[config.mk]
export PLATFORM = sky130hd
export DESIGN_NAME = rotary_knob_mode_controller
export DESIGN_NICKNAME = d
export VERILOG_FILES = /design/src/sv/rkmc_pkg.sv /design/src/sv/rotary_knob_mode_controller.sv
export SDC_FILE = /design/constraint.sdc
export NUM_CORES = 1
export LEC_CHECK = 0
export BUFFER_PORTS_ARGS = -buffer_cell sky130_fd_sc_hd__buf_2
export CAP_MARGIN = 25
export CORE_MARGIN = 3
export CORE_UTILIZATION = 60
export CTS_CLUSTER_SIZE = 12
export DETAILED_ROUTE_END_ITERATION = 6
export HOLD_SLACK_MARGIN = 0.02
export PLACE_DENSITY = 0.79
export SLEW_MARGIN = 20
export SYNTH_ARGS = -nofsm -noshare
export SYNTH_HDL_FRONTEND = slang
export SYNTH_SLANG_ARGS = --single-unit
[constraint.sdc]
create_clock -name i_clk -period 9.05 [get_ports i_clk]
set_input_delay 1.81 -clock i_clk [delete_from_list [all_inputs] [get_ports i_clk]]
set_output_delay 1.81 -clock i_clk [all_outputs]
set_load 0.02 [all_outputs]
[src/sv/rkmc_pkg.sv]
// Shared types and constants of the rotary knob mode controller.
package rkmc_pkg;

    typedef struct packed {
        logic               button_down;
        logic signed [15:0] count_delta;
    } t_in_word;

    typedef struct packed {
        logic [1:0]  mode;
        logic [7:0]  level;
        logic [15:0] effect_index;
        logic [1:0]  press_event;
        logic        rotation_applied;
    } t_out_word;

    // Mode codes.
    localparam logic [1:0] MODE_OFF    = 2'd0;
    localparam logic [1:0] MODE_BRIGHT = 2'd1;
    localparam logic [1:0] MODE_EFFECT = 2'd2;

    // Press event codes.
    localparam logic [1:0] EV_NONE  = 2'd0;
    localparam logic [1:0] EV_SHORT = 2'd1;
    localparam logic [1:0] EV_LONG  = 2'd2;

    // Register indexes on the configuration port.
    localparam logic [1:0] REG_LONG_PRESS   = 2'd0;
    localparam logic [1:0] REG_BRIGHT_QUIET = 2'd1;
    localparam logic [1:0] REG_EFFECT_QUIET = 2'd2;

    // Reset values.
    localparam logic [15:0] LONG_PRESS_RST   = 16'd500;
    localparam logic [15:0] BRIGHT_QUIET_RST = 16'd40;
    localparam logic [15:0] EFFECT_QUIET_RST = 16'd150;
    localparam logic [7:0]  LEVEL_RST        = 8'd128;

endpackage

[src/sv/rotary_knob_mode_controller.sv]
// Top level of the rotary knob mode controller: button timing, modes and rotation.
//
//  Channel   Direction  Handshake                 Word
//  in        input      i_in_valid / o_in_stall   rkmc_pkg::t_in_word (one tick)
//  out       output     o_out_valid / i_out_stall rkmc_pkg::t_out_word (one result)
//  config    input      APB psel/penable/pwrite   16-bit registers at 0x0, 0x4, 0x8
//
// A tick that does not apply a brightness change is handled in the cycle it is accepted,
// and its result word is loaded into the output register at the same edge.
// A tick that applies a brightness change then passes S_SQ (30*b*b on the one shared
// 17x17 multiplier), S_STEP (the step with its division by 65025), S_MUL (sum*step)
// and S_DONE (clamping, held until the output register is free). A new tick is accepted
// only in the idle state and only when the output register is empty or being taken in
// that cycle. A held output stall therefore stalls the input side as well. Reset is
// synchronous, active low, and restores defaults and all state but r_out, r_prod, r_step.
module rotary_knob_mode_controller (
    input  logic                 i_clk,
    input  logic                 i_rst_n,
    input  logic                 i_in_valid,
    output logic                 o_in_stall,
    input  rkmc_pkg::t_in_word   i_in_word,
    output logic                 o_out_valid,
    input  logic                 i_out_stall,
    output rkmc_pkg::t_out_word  o_out_word,
    input  logic                 psel,
    input  logic                 penable,
    input  logic                 pwrite,
    input  logic [3:0]           paddr,
    input  logic [31:0]          pwdata,
    output logic [31:0]          prdata,
    output logic                 pready
);
    import rkmc_pkg::*;

    // Sequencer for the brightness update; one-hot codes.
    typedef enum logic [4:0] {
        S_IDLE = 5'b00001,
        S_SQ   = 5'b00010,
        S_STEP = 5'b00100,
        S_MUL  = 5'b01000,
        S_DONE = 5'b10000
    } t_state;

    t_state r_state;

    // Configuration registers.
    logic [15:0] r_long_press;
    logic [15:0] r_bright_quiet;
    logic [15:0] r_effect_quiet;

    // Tick state.
    logic [1:0]         r_mode;
    logic [7:0]         r_level;
    logic [15:0]        r_effect;
    logic [15:0]        r_press_timer;
    logic               r_button_prev;
    logic               r_press_handled;
    logic signed [15:0] r_rot_sum;
    logic               r_rot_pending;
    logic [15:0]        r_quiet_timer;

    // Sequencer data.
    logic [1:0]         r_event;
    logic signed [23:0] r_prod;
    logic [5:0]         r_step;

    // Output register.
    logic               r_out_valid;
    t_out_word          r_out;

    function automatic logic [15:0] sat_inc(input logic [15:0] v);
        return (v == 16'hFFFF) ? v : v + 16'd1;
    endfunction

    logic in_accept;
    logic out_free;

    assign out_free    = !r_out_valid || !i_out_stall;
    assign o_in_stall  = !((r_state == S_IDLE) && out_free);
    assign in_accept   = i_in_valid && !o_in_stall;
    assign o_out_valid = r_out_valid;
    assign o_out_word  = r_out;

    // ------------------------------------------------------------------
    // Configuration port. The user writes only while the block is idle; no check here.
    // ------------------------------------------------------------------
    logic cfg_write;
    assign cfg_write = psel && penable && pwrite && pready;
    assign pready    = 1'b1;

    always_comb begin
        case (paddr[3:2])
            REG_LONG_PRESS:   prdata = {16'd0, r_long_press};
            REG_BRIGHT_QUIET: prdata = {16'd0, r_bright_quiet};
            REG_EFFECT_QUIET: prdata = {16'd0, r_effect_quiet};
            default:          prdata = 32'd0;
        endcase
    end

    // ------------------------------------------------------------------
    // Tick logic, evaluated on the current state and the offered word.
    // ------------------------------------------------------------------
    logic               tk_edge;
    logic [15:0]        tk_timer;
    logic               tk_handled;
    logic [1:0]         tk_event;
    logic               tk_old_active;
    logic [15:0]        tk_quiet;
    logic signed [16:0] tk_sum_wide;
    logic signed [15:0] tk_sum;
    logic               tk_pending;
    logic [15:0]        tk_qt;
    logic               tk_fire;
    logic [1:0]         tk_mode;
    logic               tk_new_active;
    logic [15:0]        tk_effect;
    logic               tk_applied;
    logic               tk_chain;

    always_comb begin
        tk_edge     = i_in_word.button_down && !r_button_prev;
        tk_timer    = r_press_timer;
        tk_handled  = r_press_handled;
        tk_event    = EV_NONE;
        tk_sum_wide = 17'sd0;
        tk_sum      = r_rot_sum;
        tk_pending  = r_rot_pending;
        tk_qt       = r_quiet_timer;
        tk_fire     = 1'b0;
        tk_mode     = r_mode;
        tk_effect   = r_effect;
        tk_applied  = 1'b0;
        tk_chain    = 1'b0;

        // A press edge restarts the timer; an open press keeps counting.
        if (tk_edge) begin
            tk_timer   = 16'd0;
            tk_handled = 1'b0;
        end else if (!tk_handled) begin
            tk_timer = sat_inc(tk_timer);
        end
        if (!tk_handled) begin
            if (i_in_word.button_down) begin
                if (tk_timer >= r_long_press) begin
                    tk_event   = EV_LONG;
                    tk_handled = 1'b1;
                end
            end else begin
                tk_event   = (tk_timer < r_long_press) ? EV_SHORT : EV_LONG;
                tk_handled = 1'b1;
            end
        end

        // Rotation is gathered under the mode at the start of the tick.
        tk_old_active = (r_mode == MODE_BRIGHT) || (r_mode == MODE_EFFECT);
        tk_quiet      = (r_mode == MODE_BRIGHT) ? r_bright_quiet : r_effect_quiet;
        if (tk_old_active) begin
            if (i_in_word.count_delta != 16'sd0) begin
                tk_sum_wide = {r_rot_sum[15], r_rot_sum}
                            + {i_in_word.count_delta[15], i_in_word.count_delta};
                if (tk_sum_wide > 17'sd32767) begin
                    tk_sum = 16'sh7FFF;
                end else if (tk_sum_wide < -17'sd32768) begin
                    tk_sum = 16'sh8000;
                end else begin
                    tk_sum = tk_sum_wide[15:0];
                end
                tk_pending = 1'b1;
                tk_qt      = 16'd0;
            end else if (tk_pending) begin
                tk_qt = sat_inc(tk_qt);
            end
            if (tk_pending && (tk_qt >= tk_quiet)) begin
                tk_pending = 1'b0;
                tk_fire    = 1'b1;
            end
        end

        // The press moves the mode.
        if (tk_event == EV_SHORT) begin
            tk_mode = (r_mode == MODE_BRIGHT) ? MODE_EFFECT : MODE_BRIGHT;
        end else if (tk_event == EV_LONG) begin
            tk_mode = MODE_OFF;
        end

        // A due rotation is applied in the new mode; entering off drops it.
        tk_new_active = (tk_mode == MODE_BRIGHT) || (tk_mode == MODE_EFFECT);
        if (tk_new_active) begin
            if (tk_fire) begin
                tk_applied = 1'b1;
                if (tk_mode == MODE_BRIGHT) begin
                    // The sum stays in place until the sequencer has used it.
                    tk_chain = 1'b1;
                end else begin
                    tk_effect = r_effect + tk_sum;
                    tk_sum    = 16'sd0;
                end
            end
        end else begin
            tk_sum     = 16'sd0;
            tk_pending = 1'b0;
            tk_qt      = 16'd0;
        end
    end

    // ------------------------------------------------------------------
    // Shared multiplier and brightness step arithmetic.
    // ------------------------------------------------------------------
    logic [12:0]        lvl30;
    logic signed [16:0] mul_a;
    logic signed [16:0] mul_b;
    logic signed [33:0] mul_p;

    assign lvl30 = {r_level, 5'd0} - {4'd0, r_level, 1'b0};

    always_comb begin
        case (r_state)
            S_SQ: begin
                mul_a = signed'({4'd0, lvl30});
                mul_b = signed'({9'd0, r_level});
            end
            S_MUL: begin
                mul_a = signed'({r_rot_sum[15], r_rot_sum});
                mul_b = signed'({11'd0, r_step});
            end
            default: begin
                mul_a = 17'sd0;
                mul_b = 17'sd0;
            end
        endcase
        mul_p = mul_a * mul_b;
    end

    // floor(x / 65025) is either x >> 16 or one more, since x stays below 2^21.
    logic [20:0] sq_x;
    logic [4:0]  q_est;
    logic [5:0]  q_up;
    logic [21:0] q_thr;
    logic [5:0]  step_val;

    assign sq_x     = r_prod[20:0];
    assign q_est    = sq_x[20:16];
    assign q_up     = {1'b0, q_est} + 6'd1;
    assign q_thr    = {q_up, 16'd0} - {7'd0, q_up, 9'd0} + {16'd0, q_up};
    assign step_val = 6'd3 + (({1'b0, sq_x} >= q_thr) ? q_up : {1'b0, q_est});

    logic signed [24:0] lvl_new;
    logic [7:0]         lvl_clamped;

    always_comb begin
        lvl_new = {r_prod[23], r_prod} + signed'({17'd0, r_level});
        if (lvl_new < 25'sd1) begin
            lvl_clamped = 8'd1;
        end else if (lvl_new > 25'sd255) begin
            lvl_clamped = 8'd255;
        end else begin
            lvl_clamped = lvl_new[7:0];
        end
    end

    // ------------------------------------------------------------------
    // Registers.
    // ------------------------------------------------------------------

    // The output register is loaded by an idle tick without a brightness change or by
    // the end of the brightness sequence; loading takes priority over emptying.
    logic out_load;
    assign out_load = ((r_state == S_IDLE) && in_accept && !tk_chain)
                   || ((r_state == S_DONE) && out_free);

    always_ff @(posedge i_clk) begin
        if (!i_rst_n) begin
            r_state         <= S_IDLE;
            r_long_press    <= LONG_PRESS_RST;
            r_bright_quiet  <= BRIGHT_QUIET_RST;
            r_effect_quiet  <= EFFECT_QUIET_RST;
            r_mode          <= MODE_OFF;
            r_level         <= LEVEL_RST;
            r_effect        <= 16'd0;
            r_press_timer   <= 16'd0;
            r_button_prev   <= 1'b0;
            r_press_handled <= 1'b1;
            r_rot_sum       <= 16'sd0;
            r_rot_pending   <= 1'b0;
            r_quiet_timer   <= 16'd0;
            r_event         <= EV_NONE;
            r_out_valid     <= 1'b0;
        end else begin
            if (cfg_write) begin
                case (paddr[3:2])
                    REG_LONG_PRESS:   r_long_press   <= pwdata[15:0];
                    REG_BRIGHT_QUIET: r_bright_quiet <= pwdata[15:0];
                    REG_EFFECT_QUIET: r_effect_quiet <= pwdata[15:0];
                    default: ;
                endcase
            end

            if (out_load) begin
                r_out_valid <= 1'b1;
            end else if (r_out_valid && !i_out_stall) begin
                r_out_valid <= 1'b0;
            end

            case (r_state)
                S_IDLE: begin
                    if (in_accept) begin
                        r_press_timer   <= tk_timer;
                        r_press_handled <= tk_handled;
                        r_button_prev   <= i_in_word.button_down;
                        r_mode          <= tk_mode;
                        r_effect        <= tk_effect;
                        r_rot_sum       <= tk_sum;
                        r_rot_pending   <= tk_pending;
                        r_quiet_timer   <= tk_qt;
                        r_event         <= tk_event;
                        if (tk_chain) begin
                            r_state <= S_SQ;
                        end else begin
                            r_out       <= '{mode: tk_mode, level: r_level,
                                             effect_index: tk_effect,
                                             press_event: tk_event,
                                             rotation_applied: tk_applied};
                        end
                    end
                end
                S_SQ: begin
                    r_prod  <= mul_p[23:0];
                    r_state <= S_STEP;
                end
                S_STEP: begin
                    r_step  <= step_val;
                    r_state <= S_MUL;
                end
                S_MUL: begin
                    r_prod  <= mul_p[23:0];
                    r_state <= S_DONE;
                end
                S_DONE: begin
                    if (out_free) begin
                        r_level     <= lvl_clamped;
                        r_rot_sum   <= 16'sd0;
                        r_out       <= '{mode: r_mode, level: lvl_clamped,
                                         effect_index: r_effect,
                                         press_event: r_event,
                                         rotation_applied: 1'b1};
                        r_state     <= S_IDLE;
                    end
                end
                default: begin
                    r_state <= S_IDLE;
                end
            endcase
        end
    end

    // ------------------------------------------------------------------
    // Assertions.
    // ------------------------------------------------------------------
    a_level_range: assert property (@(posedge i_clk) disable iff (!i_rst_n)
        o_out_valid |-> (o_out_word.level != 8'd0))
        else $error("level word out of range");

    a_applied_not_off: assert property (@(posedge i_clk) disable iff (!i_rst_n)
        (o_out_valid && o_out_word.rotation_applied) |-> (o_out_word.mode != MODE_OFF))
        else $error("rotation applied while off");

    a_pending_active: assert property (@(posedge i_clk) disable iff (!i_rst_n)
        r_rot_pending |-> ((r_mode == MODE_BRIGHT) || (r_mode == MODE_EFFECT)))
        else $error("rotation pending while off");

    a_chain_in_bright: assert property (@(posedge i_clk) disable iff (!i_rst_n)
        (r_state == S_SQ) |-> ($past(r_state == S_IDLE) && (r_mode == MODE_BRIGHT)))
        else $error("brightness sequence started outside brightness mode");

endmodule
### After elaboration in Yosys (flattened, before gate mapping)

Index checks and enable logic that the tools add are counted.
W data, S select, Z words.

* output and inout bits: 64
* word-level logic and storage cells: 158
* input bits: 60
* register bits after elaboration: 192

* multipliers: 1
* mux-type cells: 62
* order comparisons: 8
* add/sub/neg operators: 10
* equality and inequality tests: 20
* reduce and logical (&&, ||, !) cells: 35

Operator list (count)
* $mux W16: 22
* $mux W29: 3
* $pmux W29 S2: 1
* $pmux W16 S3: 1
* $pmux W17 S2: 1
* $add A16 B1 Y16 const B: 2
* $eq A16 B16 Y1 const B: 2
* $ge A16 B16 Y1: 2
* $pmux W16 S2: 1
* $add A24 B9 Y25: 1
* $gt A25 B9 Y1 const B: 1
* $lt A25 B2 Y1 const B: 1
* $pmux W5 S5: 1
* $mul A17 B9 Y24: 1
* $add A22 B6 Y22: 1
* $ge A21 B22 Y1: 1
* $sub A22 B15 Y22: 1
* $mux W1: 18
* $add A16 B16 Y17: 1
* $gt A17 B16 Y1 const B: 1
* $lt A17 B16 Y1 const B: 1
* $add A16 B16 Y16: 1
* $lt A16 B16 Y1: 1
* $mux W8: 2
* 25 further kinds: 68

### Logic depth before layout (Yosys ltp)

* depth in word-level cells: 19
* mapped depth: 28
* mapped depth without buffers: 27

### Least setup slack after synthesis

Ideal clock, no wire load.

* kind: in2reg
* start: input port i_in_word[16] in the netlist's numbering
* end: register r_out, in the netlist o_out_word[0] (enable)
* library setup time: 0.460 ns
* arrival: 7.084 ns
* setup slack: 1.507 ns
* path buffers: 1
* data required time: 8.590 ns
* stages: 16
* path through: inv_1 > nor2_1 > clkbuf_1 > nor2_1 > ha_1 > and3_1 > a221o_1 > a2bb2oi_1 > a32oi_1 > o31ai_1 > a22oi_1 > ha_1 > nor2_1 > nand2_1 > nor2_1 > a211oi_1

* cells in the longest elaborated chain, start to end: 15
* elaborated cells between the ends (all ways): 21
* classes of those cells: order compare (2); eq/ne (5); mux (11); reduce/logical (3)

RTL lines
* start, declared: RTL line rotary_knob_mode_controller.sv:21 `input rkmc_pkg::t_in_word i_in_word,`
* $logic_and A1 B1 Y1 (*): RTL line rotary_knob_mode_controller.sv:121 `tk_edge = i_in_word.button_down && !r_button_prev;`
* $mux W16 (*): RTL line rotary_knob_mode_controller.sv:136 `if (tk_edge) begin`
* net tk_timer[7]: RTL line rotary_knob_mode_controller.sv:104 `logic [15:0] tk_timer;`
* $lt A16 B16 Y1 or $ge A16 B16 Y1 (tied branches): RTL line rotary_knob_mode_controller.sv:149, rotary_knob_mode_controller.sv:144
* $mux W2 (on tied branches): RTL line rotary_knob_mode_controller.sv:149, rotary_knob_mode_controller.sv:144
* $mux W2 (*): RTL line rotary_knob_mode_controller.sv:143 `if (i_in_word.button_down) begin`
* $mux W2 (*): RTL line rotary_knob_mode_controller.sv:142 `if (!tk_handled) begin`
* $eq A2 B2 Y1: RTL line rotary_knob_mode_controller.sv:182 `end else if (tk_event == EV_LONG) begin`
* $mux W2: RTL line rotary_knob_mode_controller.sv:182
* $mux W2 (*): RTL line rotary_knob_mode_controller.sv:180 `if (tk_event == EV_SHORT) begin`
* $eq A2 B1 Y1: RTL line rotary_knob_mode_controller.sv:187, rotary_knob_mode_controller.sv:191
* $mux W1: RTL line rotary_knob_mode_controller.sv:191 `if (tk_mode == MODE_BRIGHT) begin`
* $mux W1: RTL line rotary_knob_mode_controller.sv:189 `if (tk_fire) begin`
* $mux W1 (*): RTL line rotary_knob_mode_controller.sv:188 `if (tk_new_active) begin`
* $ne A2 B2 Y1 (no source line) (*)
* $reduce_and A5 Y1 (no source line) (*)
* end signal, assigned: RTL line rotary_knob_mode_controller.sv:319 `r_out <= '{mode: tk_mode, level: r_level,`
* end signal, assigned: RTL line rotary_knob_mode_controller.sv:342 `r_out <= '{mode: r_mode, level: lvl_clamped,`
* end, declared: RTL line rotary_knob_mode_controller.sv:69 `t_out_word r_out;`

The timed path passes the listed nets; every way through them passes the cells marked *.
A chain may end at the register's enable or synchronous reset.

### Worst setup path after layout

* start: register r_level[4]
* end: register r_prod[22], data pin

* cells in the longest elaborated chain, start to end: 3
* elaborated cells between the ends (all ways): 4
* classes of those cells: add/sub (1); mul (1); mux (2)

RTL lines
* start, declared: RTL line rotary_knob_mode_controller.sv:53 `logic [7:0] r_level;`
* start signal, assigned: RTL line rotary_knob_mode_controller.sv:340 `r_level <= lvl_clamped;`
* $sub A13 B9 Y13: RTL line rotary_knob_mode_controller.sv:214 `assign lvl30 = {r_level, 5'd0} - {4'd0, r_level, 1'b0};`
* $pmux W17 S2: RTL line rotary_knob_mode_controller.sv:217 `case (r_state)`
* $mul A17 B9 Y24 (*): RTL line rotary_knob_mode_controller.sv:231 `mul_p = mul_a * mul_b;`
* net mul_p[22]: RTL line rotary_knob_mode_controller.sv:212 `logic signed [33:0] mul_p;`
* end signal, assigned: RTL line rotary_knob_mode_controller.sv:327 `r_prod <= mul_p[23:0];`
* end signal, assigned: RTL line rotary_knob_mode_controller.sv:335 `r_prod <= mul_p[23:0];`
* end, declared: RTL line rotary_knob_mode_controller.sv:64 `logic signed [23:0] r_prod;`

Marked as above.

==> flow_summary.yaml <==
outcome:
  outcome: "complete, no violations"
power_and_ir_drop:
  p_leak_uw: 0.00818
  p_total_uw: 1900
  vdd_drop_max_v: 0.000149
  pwr_density_cell_nw_per_um2: 100
clocking:
  root_buffer: "clkbuf_16"
  htreeDepth: 4
  clk_latency_ps: 460
  cts_resized: 0
  ctsHoldBuffers: 0
  cts_sinks: 192
  cts_tree: "done"
  clk_pin_slew_ps: 80
  cts_setup_buffers: 0
  cts_max_path_buffers: 2
  numCtsBuffers: 17
die:
  die_y_um: 177
  rows: 62
  dieArea_um2: 31400
  start_util_pct: 61.1
  fp.coreArea_um2: 28800
  chipWidth_um: 177
  boundaryPins: 124
timing:
  tns_ps: 0
  min_period_ps: 7570
  tightest_slew_ps: 994
  clock.fmax_mhz: 132
  slew_viol_final: 0
  finalHoldViolCount: 0
  slew_headroom_pct: 33.7
  rsz0062_at_grt: "no"
  min_period_over_period_pct: 83.6
  fin_skew_ps: 26.1
  setup_violations: 0
placement:
  hpwl_um: 34000
  gp_congestion: 0.925
  portBuffers: 88
  dp.cells: 2565
critical_path:
  worstSetupPathType: "flip-flop to flip-flop"
  worstPathCellList: "inv_1 -> ha_1 -> a21o_1 -> a21o_1 -> a21oi_1 -> o21ai_0 -> or3_1 -> xnor2_1 -> o21ai_0 -> nand2_1 -> fa_1 -> inv_1 -> fa_1 -> inv_1 -> fa_1 -> inv_1 -> fa_1 -> ha_1 -> a21o_1 -> o41ai_1 -> o211ai_1 -> a31o_2 -> a21oi_1 -> xnor2_1"
  cp_slowest_cell: "o41ai_1"
  crit_path_end_kind: "flip-flop"
  cp.required_ps: 9240
  critical-path-top-delay-family: "compound AO/OA/AOI/OAI gates"
  cp_max_fo: 7
  cp.buffers_inverters: 4
  cp.arrival_ps: 7760
  worst_path_largest_cell_delay_ps: 650
  start_kind: "flip-flop"
yosys:
  yosysWarningCount: 0
  synth_edf_count: 59
  synthArstFlopShare_pct: 0
  synth-seq-area-share_pct: 25.2
  syn_area_um2: 17600
  ys.flop_type: "dfxtp_1"
  netlist_instances: 2151
  ys_ff_latch: 192
  synth_cell_types: 82
  avgSynthCellArea_um2: 8.18
grt:
  grt_overflow_total: 0
  antenna_found_initial: 0
  grtUsageTotal_pct: 28.9
  grt_pass1_wl_um: 74100
  grt_max_degree: 47
  grt_pass1_vias: 15100
finish:
  fin_cells: 2600
  final_nets: 2519
  diodes: 0
  synthToLayoutAreaGrowth_pct: 7.87
  post_route_cells_drive_above_1_share_pct: 8.39
drt:
  ant_nets: 0
  route.detailed.drc: 0
  vias: 15800
  drt-pass1-iter-count: 6
  drt_iter0_drc: 1848
  via_per_inst: 6.09
  routed_wl_um: 45100
  routedWlPerCell_um: 17.3
min_path:
  hold_path.class: "flip-flop to flip-flop"
run:
  drv_cap: 0
metrics by stage:
step	utilization, %	hold WS (ps)	worst slack, ps	instance area (um2)
after floorplan	-	437	1510	17700
after global placement	63.6	446	1840	18300
after detailed placement	63.6	447	1620	18300
after CTS	65.9	458	1570	19000
after global routing	66.0	494	1040	19000
final	66.0	460	1480	19000
placed cells by master, fill, tap and decap left out, types with 53 or more instances in the layout:
cell type / Yosys / layout
nand2_1: 320 / 320
xnor2_1: 63 / 63
nor2_1: 193 / 192
edfxtp_1: 59 / 59
ha_1: 153 / 153
a21oi_1: 155 / 155
inv_1: 207 / 207
dfxtp_1: 133 / 133
buf_2: 4 / 91
fa_1: 103 / 103
o21ai_0: 103 / 103
nand3_1: 53 / 53
state kept, by name (all words and copies together), names as in the netlist, 2 cells and up:
register        count
r_rot_sum          16
o_out_word         29
r_bright_quiet     16
r_effect           16
r_press_timer      16
r_quiet_timer      16
r_mode              2
r_step              6
r_prod             24
r_event             2
r_effect_quiet     16
r_level             8
r_long_press       16
r_state             5
cells by family after synthesis:
| family | Yosys count | synth area share (%) |
|---|---|---|
| flip-flops | 192 | 25.2 |
| XOR/XNOR | 104 | 5.18 |
| adder cells (fa/ha/maj) | 256 | 22.6 |
| multiplexers | 50 | 2.94 |
| other | 2 | 0.0427 |
| AND/OR/NAND/NOR | 747 | 19.1 |
| AO/OA/AOI/OAI | 490 | 17.8 |
| buffers and inverters | 310 | 7.11 |
report_power, final:
group	total [uW]	switching [uW]	leakage, uW	internal (uW)
registers	899	6.15	0.00162	892
logic	161	110	0.00624	50.9
clock network	838	441	0.000317	397
total	1900	557	0.00818	1340
tightest hold or removal path, cell delays in order (launching register included):
cell and delay, ps:
dfxtp_1 320, nand2_1 50, a21oi_1 50
Yosys cell counts, types with 13 or more instances:
| library cell | number | area [um2] |
|---|---|---|
| buf_4 | 18 | 135 |
| a211oi_1 | 22 | 165 |
| a21o_1 | 27 | 203 |
| o21a_1 | 22 | 165 |
| o21ai_0 | 103 | 515 |
| fa_1 | 103 | 2060 |
| o211ai_1 | 15 | 113 |
| nor2b_1 | 19 | 119 |
| nand2_1 | 320 | 1200 |
| dfxtp_1 | 133 | 2660 |
| a21oi_1 | 155 | 776 |
| a31oi_1 | 16 | 100 |
| nor2_1 | 193 | 724 |
| xnor2_1 | 63 | 552 |
| ha_1 | 153 | 1910 |
| xor2_1 | 41 | 359 |
| and3_1 | 21 | 131 |
| clkbuf_1 | 71 | 267 |
| mux2i_1 | 36 | 360 |
| nor3_1 | 31 | 155 |
| a22o_1 | 22 | 193 |
| and2_1 | 13 | 81.3 |
| nand3_1 | 53 | 265 |
| nand4_1 | 18 | 113 |
| inv_1 | 207 | 777 |
| nand2b_1 | 17 | 106 |
| mux2_2 | 14 | 158 |
| a22oi_1 | 18 | 135 |
| nor4_1 | 13 | 81.3 |
| edfxtp_1 | 59 | 1770 |
path summary, 6_finish.rpt:
path | start | endpoint | slack (ps) | cells past startpoint
hold reg to reg | r_event[0]$_SDFFE_PN0P_ | r_event[0]$_SDFFE_PN0P_ | 460 | 2
setup / recovery | r_level[4]$_SDFFE_PN0P_ | r_prod[22]$_DFFE_PP_ | 1480 | 24
hold / removal | r_event[0]$_SDFFE_PN0P_ | r_event[0]$_SDFFE_PN0P_ | 460 | 2
setup reg to reg | r_level[4]$_SDFFE_PN0P_ | r_prod[22]$_DFFE_PP_ | 1480 | 24
area by class of cell:
| class | count | area, um2 |
|---|---|---|
| inverters | 208 | 781 |
| fillers | 2335 | 9800 |
| well taps | 384 | 480 |
| flip-flops and latches | 192 | 4430 |
| multi-input cells | 1676 | 12000 |
| clock inverters | 15 | 235 |
| clock buffers | 17 | 425 |
| repair buffers | 108 | 583 |
metal layers:
layer | vias up | wire, um | track usage (%)
met5 | - | 0 | 0
met4 | 0 | 1410 | 9.13
met3 | 129 | 3450 | 4.42
met2 | 663 | 21200 | 48.0
met1 | 7588 | 19000 | 38.8
li1 | 7460 | - | -
(Power assumes the default switching activity.)
